$ cat src/hdl/spq_pkg.sv
// Shared types, widths and status codes for the sorted priority queue.
`timescale 1ns / 1ps
`default_nettype none

package spq_pkg;

    localparam int DEPTH_DEFAULT = 16;

    localparam int ACTION_W = 1;
    localparam int PRIO_W   = 4;
    localparam int ID_W     = 16;
    localparam int STATUS_W = 2;
    localparam int OCC_W    = 5;

    localparam logic ACT_INSERT = 1'b0;
    localparam logic ACT_REMOVE = 1'b1;

    localparam logic [STATUS_W-1:0] ST_DONE  = 2'd0;
    localparam logic [STATUS_W-1:0] ST_FULL  = 2'd1;
    localparam logic [STATUS_W-1:0] ST_EMPTY = 2'd2;

    // Controller to datapath
    typedef struct packed {
        logic                load;         // capture a result this cycle
        logic                insert;       // place the new entry
        logic                remove;       // pop the head entry
        logic [STATUS_W-1:0] status_code;  // status of this beat
    } cmd_t;

    // Datapath to controller
    typedef struct packed {
        logic full;
        logic empty;
    } dp_status_t;

endpackage

`default_nettype wire

$ cat src/hdl/spq_if.sv
// Handshake channel interfaces for request and response beats.
`timescale 1ns / 1ps
`default_nettype none

interface spq_req_if;
    logic                        valid;
    logic                        ready;
    logic [spq_pkg::ACTION_W-1:0] action;
    logic [spq_pkg::PRIO_W-1:0]   priority_req;
    logic [spq_pkg::ID_W-1:0]     order_id;

    modport source (output valid, output action, output priority_req, output order_id,
                    input ready);
    modport sink   (input valid, input action, input priority_req, input order_id,
                    output ready);
endinterface

interface spq_rsp_if;
    logic                         valid;
    logic                         ready;
    logic [spq_pkg::STATUS_W-1:0] status;
    logic [spq_pkg::PRIO_W-1:0]   out_priority;
    logic [spq_pkg::ID_W-1:0]     out_order_id;
    logic [spq_pkg::OCC_W-1:0]    occupancy;

    modport source (output valid, output status, output out_priority, output out_order_id,
                    output occupancy, input ready);
    modport sink   (input valid, input status, input out_priority, input out_order_id,
                    input occupancy, output ready);
endinterface

`default_nettype wire

$ cat src/hdl/spq_ctrl.sv
// Handshake controller: accepts request beats and holds the response slot.
`timescale 1ns / 1ps
`default_nettype none

module spq_ctrl (
    input  wire logic                clk,
    input  wire logic                rst_n,
    input  wire logic                in_valid,
    output logic                     in_ready,
    input  wire logic                action,
    output logic                     out_valid,
    input  wire logic                out_ready,
    input  wire spq_pkg::dp_status_t dp_status,
    output spq_pkg::cmd_t            cmd
);

    localparam logic S_IDLE = 1'b0;
    localparam logic S_HOLD = 1'b1;

    logic state_reg;
    logic state_next;
    logic accept;

    assign in_ready  = (state_reg == S_IDLE) || out_ready;
    assign accept    = in_valid && in_ready;
    assign out_valid = (state_reg == S_HOLD);

    always_comb
    begin
        state_next = state_reg;
        case (state_reg)
            S_IDLE:
            begin
                if (accept)
                    state_next = S_HOLD;
            end
            S_HOLD:
            begin
                if (accept)
                    state_next = S_HOLD;
                else if (out_ready)
                    state_next = S_IDLE;
            end
            default: state_next = S_IDLE;
        endcase
    end

    always_comb
    begin
        cmd.load   = accept;
        cmd.insert = accept && (action == spq_pkg::ACT_INSERT) && !dp_status.full;
        cmd.remove = accept && (action == spq_pkg::ACT_REMOVE) && !dp_status.empty;
        if (action == spq_pkg::ACT_INSERT)
            cmd.status_code = dp_status.full ? spq_pkg::ST_FULL : spq_pkg::ST_DONE;
        else
            cmd.status_code = dp_status.empty ? spq_pkg::ST_EMPTY : spq_pkg::ST_DONE;
    end

    always_ff @(posedge clk or negedge rst_n)
    begin
        if (!rst_n)
            state_reg <= S_IDLE;
        else
            state_reg <= state_next;
    end

endmodule

`default_nettype wire

$ cat src/hdl/spq_datapath.sv
// Sorted entry cells with compare-and-shift insert, head pop and result register.
`timescale 1ns / 1ps
`default_nettype none

module spq_datapath #(
    parameter int QUEUE_DEPTH = spq_pkg::DEPTH_DEFAULT
) (
    input  wire logic                          clk,
    input  wire logic                          rst_n,
    input  wire spq_pkg::cmd_t                 cmd,
    input  wire logic [spq_pkg::PRIO_W-1:0]    priority_req,
    input  wire logic [spq_pkg::ID_W-1:0]      order_id,
    output spq_pkg::dp_status_t                dp_status,
    output logic [spq_pkg::STATUS_W-1:0]       status,
    output logic [spq_pkg::PRIO_W-1:0]         out_priority,
    output logic [spq_pkg::ID_W-1:0]           out_order_id,
    output logic [spq_pkg::OCC_W-1:0]          occupancy
);

    localparam int CW = $clog2(QUEUE_DEPTH + 1);

    logic [spq_pkg::PRIO_W-1:0] prio_reg [QUEUE_DEPTH];
    logic [spq_pkg::PRIO_W-1:0] prio_next [QUEUE_DEPTH];
    logic [spq_pkg::ID_W-1:0]   id_reg [QUEUE_DEPTH];
    logic [spq_pkg::ID_W-1:0]   id_next [QUEUE_DEPTH];
    logic [QUEUE_DEPTH-1:0]     occ_reg;
    logic [QUEUE_DEPTH-1:0]     occ_next;
    logic [QUEUE_DEPTH-1:0]     ge;
    logic [CW-1:0]              count_reg;
    logic [CW-1:0]              count_next;

    logic [spq_pkg::STATUS_W-1:0] status_reg;
    logic [spq_pkg::PRIO_W-1:0]   rprio_reg;
    logic [spq_pkg::ID_W-1:0]     rid_reg;
    logic [spq_pkg::OCC_W-1:0]    occup_reg;

    assign dp_status.full  = occ_reg[QUEUE_DEPTH-1];
    assign dp_status.empty = !occ_reg[0];

    // Each cell keeps its entry if it outranks or ties the new one.
    always_comb
    begin
        for (int i = 0; i < QUEUE_DEPTH; i++)
            ge[i] = occ_reg[i] && (prio_reg[i] >= priority_req);
    end

    always_comb
    begin
        for (int i = 0; i < QUEUE_DEPTH; i++)
        begin
            prio_next[i] = prio_reg[i];
            id_next[i]   = id_reg[i];
        end
        occ_next   = occ_reg;
        count_next = count_reg;
        if (cmd.insert)
        begin
            if (!ge[0])
            begin
                prio_next[0] = priority_req;
                id_next[0]   = order_id;
            end
            for (int i = 1; i < QUEUE_DEPTH; i++)
            begin
                if (!ge[i])
                begin
                    if (ge[i-1])
                    begin
                        prio_next[i] = priority_req;
                        id_next[i]   = order_id;
                    end
                    else
                    begin
                        prio_next[i] = prio_reg[i-1];
                        id_next[i]   = id_reg[i-1];
                    end
                end
            end
            occ_next   = occ_reg | {occ_reg[QUEUE_DEPTH-2:0], 1'b1};
            count_next = count_reg + CW'(1);
        end
        else if (cmd.remove)
        begin
            for (int i = 0; i < QUEUE_DEPTH - 1; i++)
            begin
                prio_next[i] = prio_reg[i+1];
                id_next[i]   = id_reg[i+1];
            end
            occ_next   = {1'b0, occ_reg[QUEUE_DEPTH-1:1]};
            count_next = count_reg - CW'(1);
        end
    end

    always_ff @(posedge clk)
    begin
        for (int i = 0; i < QUEUE_DEPTH; i++)
        begin
            prio_reg[i] <= prio_next[i];
            id_reg[i]   <= id_next[i];
        end
        if (cmd.load)
        begin
            status_reg <= cmd.status_code;
            rprio_reg  <= cmd.remove ? prio_reg[0] : '0;
            rid_reg    <= cmd.remove ? id_reg[0] : '0;
            occup_reg  <= spq_pkg::OCC_W'(count_next);
        end
    end

    always_ff @(posedge clk or negedge rst_n)
    begin
        if (!rst_n)
        begin
            occ_reg   <= '0;
            count_reg <= '0;
        end
        else
        begin
            occ_reg   <= occ_next;
            count_reg <= count_next;
        end
    end

    assign status       = status_reg;
    assign out_priority = rprio_reg;
    assign out_order_id = rid_reg;
    assign occupancy    = occup_reg;

    a_head_matches_count: assert property (@(posedge clk) disable iff (!rst_n)
        occ_reg[0] == (count_reg != '0))
        else $error("head occupancy disagrees with count");

    a_full_matches_count: assert property (@(posedge clk) disable iff (!rst_n)
        occ_reg[QUEUE_DEPTH-1] == (count_reg == CW'(QUEUE_DEPTH)))
        else $error("tail occupancy disagrees with count");

    a_insert_grows: assert property (@(posedge clk) disable iff (!rst_n)
        cmd.insert |=> count_reg == $past(count_reg) + CW'(1))
        else $error("insert did not grow the queue");

    a_remove_head: assert property (@(posedge clk) disable iff (!rst_n)
        cmd.remove |=> rprio_reg == $past(prio_reg[0]))
        else $error("removed priority is not the old head");

endmodule

`default_nettype wire

$ cat src/hdl/sorted_priority_queue_core.sv
// Top level of the sorted priority queue: controller plus entry datapath.
//
//  channel | role | beat contents
//  --------+------+-------------------------------------------------------------
//  req     | sink | action, priority_req, order_id (insert or remove request)
//  rsp     | src  | status, out_priority, out_order_id, occupancy (one per req)
//
//  Each request beat is executed in the cycle it is accepted: the whole row of
//  entry cells compares against the new priority and shifts in one step, so the
//  response is valid on the next cycle.
//  A new request is taken while a response waits only in the cycle that
//  response is taken, so one beat per cycle is sustained when rsp is ready.
//  A stall on rsp holds the response register and blocks req.
//  Reset empties the queue at once; entry contents are not cleared.
`timescale 1ns / 1ps
`default_nettype none

module sorted_priority_queue_core #(
    parameter int QUEUE_DEPTH = spq_pkg::DEPTH_DEFAULT
) (
    input  wire logic  clk,
    input  wire logic  rst_n,
    spq_req_if.sink    req,
    spq_rsp_if.source  rsp
);

    spq_pkg::cmd_t       cmd;
    spq_pkg::dp_status_t dp_status;

    // Handshake sequencing and per-beat decision (insert, remove, reject).
    spq_ctrl u_ctrl (
        .clk       (clk),
        .rst_n     (rst_n),
        .in_valid  (req.valid),
        .in_ready  (req.ready),
        .action    (req.action),
        .out_valid (rsp.valid),
        .out_ready (rsp.ready),
        .dp_status (dp_status),
        .cmd       (cmd)
    );

    // Sorted cells, occupancy and the response register.
    spq_datapath #(
        .QUEUE_DEPTH (QUEUE_DEPTH)
    ) u_datapath (
        .clk          (clk),
        .rst_n        (rst_n),
        .cmd          (cmd),
        .priority_req (req.priority_req),
        .order_id     (req.order_id),
        .dp_status    (dp_status),
        .status       (rsp.status),
        .out_priority (rsp.out_priority),
        .out_order_id (rsp.out_order_id),
        .occupancy    (rsp.occupancy)
    );

endmodule

`default_nettype wire
$ cat src/flat_wrapper.sv
// flat-port wrapper written by rule: the top's interface ports become plain ports
module sorted_priority_queue_core_flat 
#(
    parameter int QUEUE_DEPTH = spq_pkg::DEPTH_DEFAULT
)
  (clk, rst_n, req_valid, req_action, req_priority_req, req_order_id, req_ready, rsp_valid, rsp_status, rsp_out_priority, rsp_out_order_id, rsp_occupancy, rsp_ready);
  spq_req_if req_i ();
  spq_rsp_if rsp_i ();
  input  wire logic clk;
  input  wire logic rst_n;
  input wire logic [$bits(req_i.valid)-1:0] req_valid;
  input wire logic [$bits(req_i.action)-1:0] req_action;
  input wire logic [$bits(req_i.priority_req)-1:0] req_priority_req;
  input wire logic [$bits(req_i.order_id)-1:0] req_order_id;
  output wire logic [$bits(req_i.ready)-1:0] req_ready;
  output wire logic [$bits(rsp_i.valid)-1:0] rsp_valid;
  output wire logic [$bits(rsp_i.status)-1:0] rsp_status;
  output wire logic [$bits(rsp_i.out_priority)-1:0] rsp_out_priority;
  output wire logic [$bits(rsp_i.out_order_id)-1:0] rsp_out_order_id;
  output wire logic [$bits(rsp_i.occupancy)-1:0] rsp_occupancy;
  input wire logic [$bits(rsp_i.ready)-1:0] rsp_ready;
  assign req_i.valid = req_valid;
  assign req_i.action = req_action;
  assign req_i.priority_req = req_priority_req;
  assign req_i.order_id = req_order_id;
  assign req_ready = req_i.ready;
  assign rsp_valid = rsp_i.valid;
  assign rsp_status = rsp_i.status;
  assign rsp_out_priority = rsp_i.out_priority;
  assign rsp_out_order_id = rsp_i.out_order_id;
  assign rsp_occupancy = rsp_i.occupancy;
  assign rsp_i.ready = rsp_ready;
  sorted_priority_queue_core #(.QUEUE_DEPTH(QUEUE_DEPTH)) u_core (.clk(clk), .rst_n(rst_n), .req(req_i), .rsp(rsp_i));
endmodule
$ cat config.mk
export PLATFORM = sky130hd
export DESIGN_NAME = sorted_priority_queue_core_flat
export DESIGN_NICKNAME = d
export VERILOG_FILES = /design/src/hdl/spq_pkg.sv /design/src/hdl/spq_if.sv /design/src/hdl/spq_ctrl.sv /design/src/hdl/spq_datapath.sv /design/src/hdl/sorted_priority_queue_core.sv /design/src/flat_wrapper.sv
export SDC_FILE = /design/constraint.sdc
export NUM_CORES = 1
export LEC_CHECK = 0
export ABC_CLOCK_PERIOD_IN_PS = 3500
export BUFFER_PORTS_ARGS = -buffer_cell sky130_fd_sc_hd__buf_4
export CAP_MARGIN = 25
export CORE_ASPECT_RATIO = 0.9
export CORE_MARGIN = 5
export CORE_UTILIZATION = 60
export DETAILED_ROUTE_END_ITERATION = 10
export PLACE_DENSITY_LB_ADDON = 0.08
export SETUP_SLACK_MARGIN = 0.5
export SYNTH_ARGS = -nofsm -noshare
export SYNTH_HDL_FRONTEND = slang
export SYNTH_HIERARCHICAL = 1
export SYNTH_SLANG_ARGS = --single-unit
$ cat constraint.sdc
create_clock -name clk -period 3.5 [get_ports clk]
set_input_delay 0.525 -clock clk [delete_from_list [all_inputs] [get_ports clk]]
set_output_delay 0.525 -clock clk [all_outputs]
set_load 0.005 [all_outputs]
==> Word-level counts from Yosys, hierarchy flattened <==
Memories as Yosys holds them, arrays and structs flattened.
Cells that the tools add are included.
{ "op_classes": {"add_sub_neg": 2, "n_mux": 79, "order_cmp": 16, "n_reduce_logical": 24, "bitwise": 3} }
{ "op_table": {"columns": ["operator", "n"], "rows": [
  ["$mux W16", 34],
  ["$mux W240", 2],
  ["$mux W4", 32],
  ["$mux W60", 2],
  ["$ge A4 B4 Y1", 16],
  ["$logic_and A1 B1 Y1", 21],
  ["$or A16 B16 Y16", 1],
  ["$mux W5", 2],
  ["$add A5 B1 Y5 const B", 1],
  ["$sub A5 B1 Y5 const B", 1],
  ["$mux W1", 4],
  ["$mux W2", 2],
  ["$not A1 Y1", 2],
  ["$pmux W1 S2", 1],
  ["$reduce_bool A2 Y1", 1],
  ["$logic_not A1 Y1", 1],
  ["$logic_or A1 B1 Y1", 1]
]} }
{ "totals": {"wordCells": 133, "register_bits": 49, "mem_count": 2, "out_inout_bits": 29, "mem_bits_rw": 320, "inputBits": 25} }
{ "memory_table": {"columns": ["memory", "depth", "word_bits", "read_ports", "rd_ports_with_merged_regs", "wr", "line_no", "text"], "rows": [
  ["u_core.u_datapath.id_reg", 16, 16, 16, 0, 16, "spq_datapath.sv:24", "logic [spq_pkg::ID_W-1:0] id_reg [QUEUE_DEPTH];"],
  ["u_core.u_datapath.prio_reg", 16, 4, 16, 0, 16, "spq_datapath.sv:22", "logic [spq_pkg::PRIO_W-1:0] prio_reg [QUEUE_DEPTH];"]
]} }

==> Depth between registers and ports, before layout <==
Gate-level depths: netlist of the first run.
{ "depth": {"ltp_word": 7, "mapped_depth": 10, "ltp_nobuf": 6} }

==> Modules after synthesis <==
The synthesis of the first run kept the hierarchy.
{ "modules_own_cells": {"columns": ["mod", "n_inst", "seq_area_each_um2", "cells_each", "area_per_inst_um2"], "rows": [
  ["spq_datapath", 1, 10945.5, 2198, 21585.7],
  ["spq_ctrl", 1, 25.0, 10, 91.3]
]} }

==> Worst setup path after synthesis of the first run <==
Ideal clock, no wire load.
{ "synth_timing": {"kind": "input port to flip-flop", "start": "input port req_priority_req[1]", "end": "memory u_core/u_datapath/id_reg[1][64] in the netlist's numbering, enable pin", "cell_stages": 6, "setup_time_ps": 409, "arrival_ps": 2904, "setup_slack_ps": 187, "path_buffers": 1, "path_cell_list": "inv_1 > ha_1 > a2111oi_4 > clkbuf_1 > nor2_1 > a31oi_1"} }
{ "synth_rtl": {"columns": ["element", "line_no", "text"], "rows": [
  ["start, declared", "flat_wrapper.sv:13", "input wire logic [$bits(req_i.priority_req)-1:0] req_priority_req;"],
  ["end, declared", "spq_datapath.sv:24", null]
]} }

==> results.sh, run 1 <==
export IMPL_ir_worst_vdd_uv=433
export IMPL_finalMaxSlewViolations=0
export IMPL_r2r_end="u_core/u_datapath/id_reg[1][90]"
export IMPL_synth_ff_type="edfxtp_1"
export IMPL_drt_wl_total_um=69300
export IMPL_dr_pass1_iters=6
export IMPL_largest_register_ffs=256
export IMPL_vias=18400
export IMPL_required_ns=3.86
export IMPL_run_status="complete, no violations"
export IMPL_cts_setup_buffers=0
export IMPL_hold_viol=0
export IMPL_ctsHtreeMaxLevel=2
export IMPL_die_x_um=210
export IMPL_cts_hold_buf=1
export IMPL_cts_resized=0
export IMPL_avgRoutedWirePerCell_um=25.9
export IMPL_async_flop_share=0.0596
export IMPL_grt_pass1_vias=18100
export IMPL_diodes=0
export IMPL_total_power_w=0.0160
export IMPL_netlist_instances=2208
export IMPL_yosys_area_top_type="edfxtp_1"
export IMPL_ff2ff_path_depth=8
export IMPL_ant_nets=0
export IMPL_syn_avg_cell_area_um2=9.82
export IMPL_cts_sinks=369
export IMPL_setup_viol=0
export IMPL_min_from="req_valid"
export IMPL_cap_viol_max_count=0
export IMPL_path_max_fanout=31
export IMPL_start_kind="register"
export IMPL_fmaxAchievable_mhz=367
export IMPL_syn_to_final_growth_pct=10.1
export IMPL_grt_pass1_wl_um=106000
export IMPL_yosysUniqueCellTypes=49
export IMPL_synth_seq_cells=369
export IMPL_cts_tree="yes"
export IMPL_syn_nets=2299
export IMPL_yosysWarnings=6
export IMPL_slowest_stage="dfrtp_1"
export IMPL_worst_pin_slew_ns=0.943
export IMPL_antenna_found_initial=1
export IMPL_start_util=0.603
export IMPL_synth_edf_count=347
export IMPL_cts_root_buf="clkbuf_16"
export IMPL_drc=0
export IMPL_p_per_area_nw_per_um2=672
export IMPL_drt_vias_per_instance=6.88
export IMPL_grt_max_degree=120
export IMPL_min_path_type="primary input to register"
export IMPL_die_area_um2=40000
export IMPL_layout_setup_ws_ns=0.774
export IMPL_clockBufferDepth=3
export IMPL_clock_latency_ns=0.53
export IMPL_synth_most_common_cell="nand2_1"
export IMPL_synthesis_area_um2=21700
export IMPL_arrival_ns=3.09
export IMPL_cts_buffers=41
export IMPL_p_leak_nw=8.61
export IMPL_std_cell_rows=66
export IMPL_timing_rr_start="u_core/u_datapath/occ_reg[15]"
export IMPL_num_io_pins=54
export IMPL_gp_congestion=0.889
export IMPL_final_nets=2260
export IMPL_die_y_um=190
export IMPL_ys_seq_area_frac=0.506
export IMPL_synthTopCellsByCount="nand2_1, edfxtp_1, o221ai_1"
export IMPL_min_path_cells=2
export IMPL_portBuffers=53
export IMPL_drive_above_1_share=0.133
export IMPL_finClkSkew_ns=0.0107
export IMPL_dp_slack_ns=0.372
export IMPL_crit_chain="nor2_1 -> and3_4 -> buf_4 -> and2_1 -> buf_4 -> nand2_1 -> or3_1 -> o221ai_1"
export IMPL_max_stage_delay_ns=0.49
export IMPL_period_needed_ns=2.73
export IMPL_relSlewSlack=0.371
export IMPL_path_clk_slew_ns=0.06
export IMPL_synth_top_cells_by_area="edfxtp_1, nand2_1, o221ai_1"
export IMPL_critPathKind="register to register"
export IMPL_cp_end_kind="register"
export IMPL_tns_ns=0
export IMPL_dpl_hpwl_um=45300
export IMPL_reg2reg_slack_ns=0.77
export IMPL_synth_top_area_share=0.481
export IMPL_first_iter_violations=2936
export IMPL_grt_ovfl_total=0
export IMPL_core_um2=35900
export IMPL_holdPathEnd="u_core/u_ctrl/out_valid"
export IMPL_period_share=0.779
export IMPL_track_usage=0.338
export IMPL_cpMostUsedCell="buf_4"
export IMPL_rsz0062_at_grt="false"
## layer usage
layer | track usage | wire [um]
met2 | 0.541 | 32500
met1 | 0.451 | 26300
met3 | 0.0796 | 7710
met4 | 0.128 | 2790
met5 | 0 | 13
## area by class of cell
class	instances	area (um^2)
Sequential cell	369	11000
Fill cell	2840	12000
Clock buffer	54	1120
Multi-Input combinational cell	1516	9450
Timing Repair Buffer	144	1150
Clock inverter	17	208
Tap cell	476	596
Inverter	97	369
## cell usage in the layout (no fill, tap or decap), drive strengths merged, types with 44 or more instances in the layout
cell	netlist	layout
o221ai	223	223
nor2	48	48
nand2	743	743
and2	44	44
edfxtp	347	347
inv	97	97
clkbuf	137	54
or3	47	47
buf	89	143
ha	66	66
## worst max-delay path: cells and delay by family, from the launching register on
family / cells / cell delay (ns)
flops: 1 / 0.49
simple gates: 5 / 1.25
compound gates: 1 / 0.08
buf+inv: 2 / 0.71
## power by group
group	internal, W	total (W)	switching, W
sequential	0.00599	0.00710	0.00110
combinational	0.00161	0.00456	0.00294
clock	0.00262	0.00439	0.00177
## stage by stage
step	area [um^2]	std cells	utilization	hold WS, ns
floorplan	21800	2208	-	0.229
global placement	22500	2595	0.625	0.459
detailed placement	22500	2601	0.627	0.457
CTS	23900	2673	0.665	0.197
global route	23900	2673	0.665	0.207
finish	23900	2673	0.665	0.209
## worst max-delay path by stage
| stage | startpoint | end | slack [ns] |
|---|---|---|---|
| after floorplan | req_priority_req[1] | u_core/u_datapath/id_reg[1][64] | 0.57 |
| after detailed placement | req_priority_req[1] | u_core/u_datapath/id_reg[0][94] | 0.37 |
| after global placement | req_priority_req[2] | u_core/u_datapath/prio_reg[0][16] | 0.30 |
| after global routing | u_core/u_datapath/occ_reg[15] | u_core/u_datapath/id_reg[1][90] | 0.63 |
| after CTS | u_core/u_datapath/occ_reg[15] | u_core/u_datapath/id_reg[1][90] | 0.84 |
| final | u_core/u_datapath/occ_reg[15] | u_core/u_datapath/id_reg[1][90] | 0.77 |
## kinds of logic after synthesis
group | count (synthesis) | synth area share
xor gates and xnor gates | 4 | 0.00162
AOI/OAI and AO/OA | 467 | 0.195
buffers and inverters | 323 | 0.0659
and+or+nand+nor | 979 | 0.194
adders and majority gates | 66 | 0.0381
DFF | 369 | 0.506
No activity file was read; power rests on OpenSTA's default activity.
==> run 2, diff against run 1 <==
--- a/config.mk
+++ b/config.mk
@@ -5,12 +5,12 @@
 export SDC_FILE = /design/constraint.sdc
 export NUM_CORES = 1
 export LEC_CHECK = 0
-export ABC_CLOCK_PERIOD_IN_PS = 3500
+export ABC_CLOCK_PERIOD_IN_PS = 2500
 export BUFFER_PORTS_ARGS = -buffer_cell sky130_fd_sc_hd__buf_4
 export CAP_MARGIN = 25
 export CORE_ASPECT_RATIO = 0.9
 export CORE_MARGIN = 5
-export CORE_UTILIZATION = 60
+export CORE_UTILIZATION = 57
 export DETAILED_ROUTE_END_ITERATION = 10
 export PLACE_DENSITY_LB_ADDON = 0.08
 export SETUP_SLACK_MARGIN = 0.5
==> constraint.sdc (replaced) <==
create_clock -name clk -period 2.5 [get_ports clk]
set_input_delay 0.375 -clock clk [delete_from_list [all_inputs] [get_ports clk]]
set_output_delay 0.375 -clock clk [all_outputs]
set_load 0.005 [all_outputs]
==> run 2 against run 1 <==
Clock-buffer cell count down 6. Non-clock buffer count up 330. Critical path depth up 3. Critical path type is now primary input to register. Power up 81%. Setup slack worse by 0.67 ns. Largest power group is now combinational cells. Sequential cell count unchanged.
==> results.sh, run 2 (same netlist as run 1, synthesis figures left out) <==
export IMPL_run_status="complete, no violations"
export IMPL_start_kind="primary input"
export IMPL_clock_latency_ns=0.59
export IMPL_cp_end_kind="register"
export IMPL_required_ns=2.88
export IMPL_critPathKind="primary input to register"
export IMPL_vias=22500
export IMPL_tns_ns=0
export IMPL_largest_register_ffs=256
export IMPL_diodes=0
export IMPL_period_needed_ns=2.40
export IMPL_ctsHtreeMaxLevel=2
export IMPL_path_clk_slew_ns=0.06
export IMPL_cts_tree="yes"
export IMPL_cts_sinks=369
export IMPL_layout_commonest_cell="nand2_1"
export IMPL_core_um2=37400
export IMPL_worst_pin_slew_ns=0.919
export IMPL_ant_nets=0
export IMPL_track_usage=0.381
export IMPL_drt_vias_per_instance=7.45
export IMPL_drc=0
export IMPL_setup_viol=0
export IMPL_fmaxAchievable_mhz=417
export IMPL_grt_pass1_wl_um=124000
export IMPL_avgRoutedWirePerCell_um=31.8
export IMPL_p_leak_nw=11.5
export IMPL_min_path_type="primary input to register"
export IMPL_final_fill_count=1766
export IMPL_grt_pass1_vias=20500
export IMPL_path_max_fanout=8
export IMPL_crit_chain="buf_4 -> clkinvlp_4 -> buf_12 -> ha_1 -> a2111oi_4 -> buf_4 -> buf_6 -> nor3_4 -> buf_6 -> buf_12 -> o311ai_4"
export IMPL_die_area_um2=42000
export IMPL_period_share=0.959
export IMPL_antenna_found_initial=1
export IMPL_die_x_um=216
export IMPL_cts_buffers=42
export IMPL_grt_ovfl_total=0
export IMPL_utilization=0.842
export IMPL_final_nets=2593
export IMPL_rsz0062_at_grt="true"
export IMPL_dpl_hpwl_um=46600
export IMPL_relSlewSlack=0.387
export IMPL_portBuffers=53
export IMPL_slowest_stage="a2111oi_4"
export IMPL_grt_max_degree=89
export IMPL_hold_viol=0
export IMPL_drive_above_1_share=0.373
export IMPL_cap_viol_max_count=0
export IMPL_start_util=0.580
export IMPL_std_cell_rows=67
export IMPL_die_y_um=195
export IMPL_clockBufferDepth=3
export IMPL_gp_congestion=0.882
export IMPL_syn_to_final_growth_pct=45.3
export IMPL_max_stage_delay_ns=0.50
export IMPL_num_io_pins=54
export IMPL_finalMaxSlewViolations=0
export IMPL_ir_worst_vdd_uv=725
export IMPL_dr_pass1_iters=6
export IMPL_cts_root_buf="clkbuf_16"
export IMPL_drt_wl_total_um=96000
export IMPL_p_per_area_nw_per_um2=922
export IMPL_arrival_ns=2.78
export IMPL_finClkSkew_ns=0.0358
export IMPL_final_cell_mix="nand2_1, edfxtp_1, buf_4"
export IMPL_first_iter_violations=4094
-- run 2: layer usage --
layer | part of all wire | global-route usage | vias up
met4 | 0.084 | 0.205 | 4
met3 | 0.15 | 0.101 | 700
met5 | 0.00036 | 0 | -
li1 | - | - | 8764
met1 | 0.33 | 0.489 | 10700
met2 | 0.44 | 0.595 | 2310
-- run 2: timing repair --
action                                  in CTS  in global routing
buffers inserted                           133                 57
pin swaps                                   83                137
cloned                                      51                 28
gates resized for setup                    256                276
endpoints found under the setup margin     623                603
hold buffers                                 1                  0
endpoints found under the hold margin       22                  0
-- run 2: power breakdown --
| part | internal (W) | switching, W | total, W |
|---|---|---|---|
| clock network | 0.00350 | 0.00275 | 0.00625 |
| logic | 0.00589 | 0.00760 | 0.0135 |
| registers | 0.00841 | 0.000899 | 0.00931 |
| total | 0.0178 | 0.0113 | 0.0291 |
-- run 2: critical path: cells and delay by family --
family | cells | cell delay (ns)
buffers and inverters | 7 | 1.21
and+or+nand+nor | 1 | 0.05
adders and majority gates | 1 | 0.39
AOI/OAI and AO/OA | 2 | 0.74
-- run 2: layout make-up --
class / instances / area [um^2] / area share
timing repair buffer: 474 / 6370 / 0.202
multi-input combinational: 1518 / 11800 / 0.376
sequential: 369 / 11000 / 0.348
clock buffer: 48 / 1110 / 0.0354
inverter: 97 / 379 / 0.0120
tap: 483 / 604 / 0.0192
clock inverter: 27 / 213 / 0.00675
-- run 2: final timing paths --
kind,start,end,slack (ns),cells after the start
worst max-delay path,req_priority_req[1],u_core/u_datapath/prio_reg[0][27],0.10,11
worst min-delay path,req_valid,u_core/u_ctrl/out_valid,0.1,2
worst max register to register,u_core/u_datapath/prio_reg[0][20],u_core/u_datapath/prio_reg[0][27],0.11,10
worst min register to register,u_core/u_datapath/count_reg[4],u_core/u_datapath/count_reg[4],0.47,1
max in group asynchronous,rst_n,u_core/u_datapath/occ_reg[4],1.97,2
min in group asynchronous,rst_n,u_core/u_datapath/occ_reg[12],0.26,2
-- run 2: through the flow --
stage               setup WS [ns]  cell area [um^2]  hold WS (ns)  cells  total power (W)
CTS                         0.327             28800        0.0885   2931           0.0262
global placement           -0.196             23900         0.302   2668           0.0171
finish                      0.102             31500        0.0992   3016           0.0291
global route               0.0939             31500        0.0733   3016           0.0297
floorplan                   0.114             22000        0.0794   2208           0.0142
detailed placement        -0.0431             23900         0.302   2671           0.0173
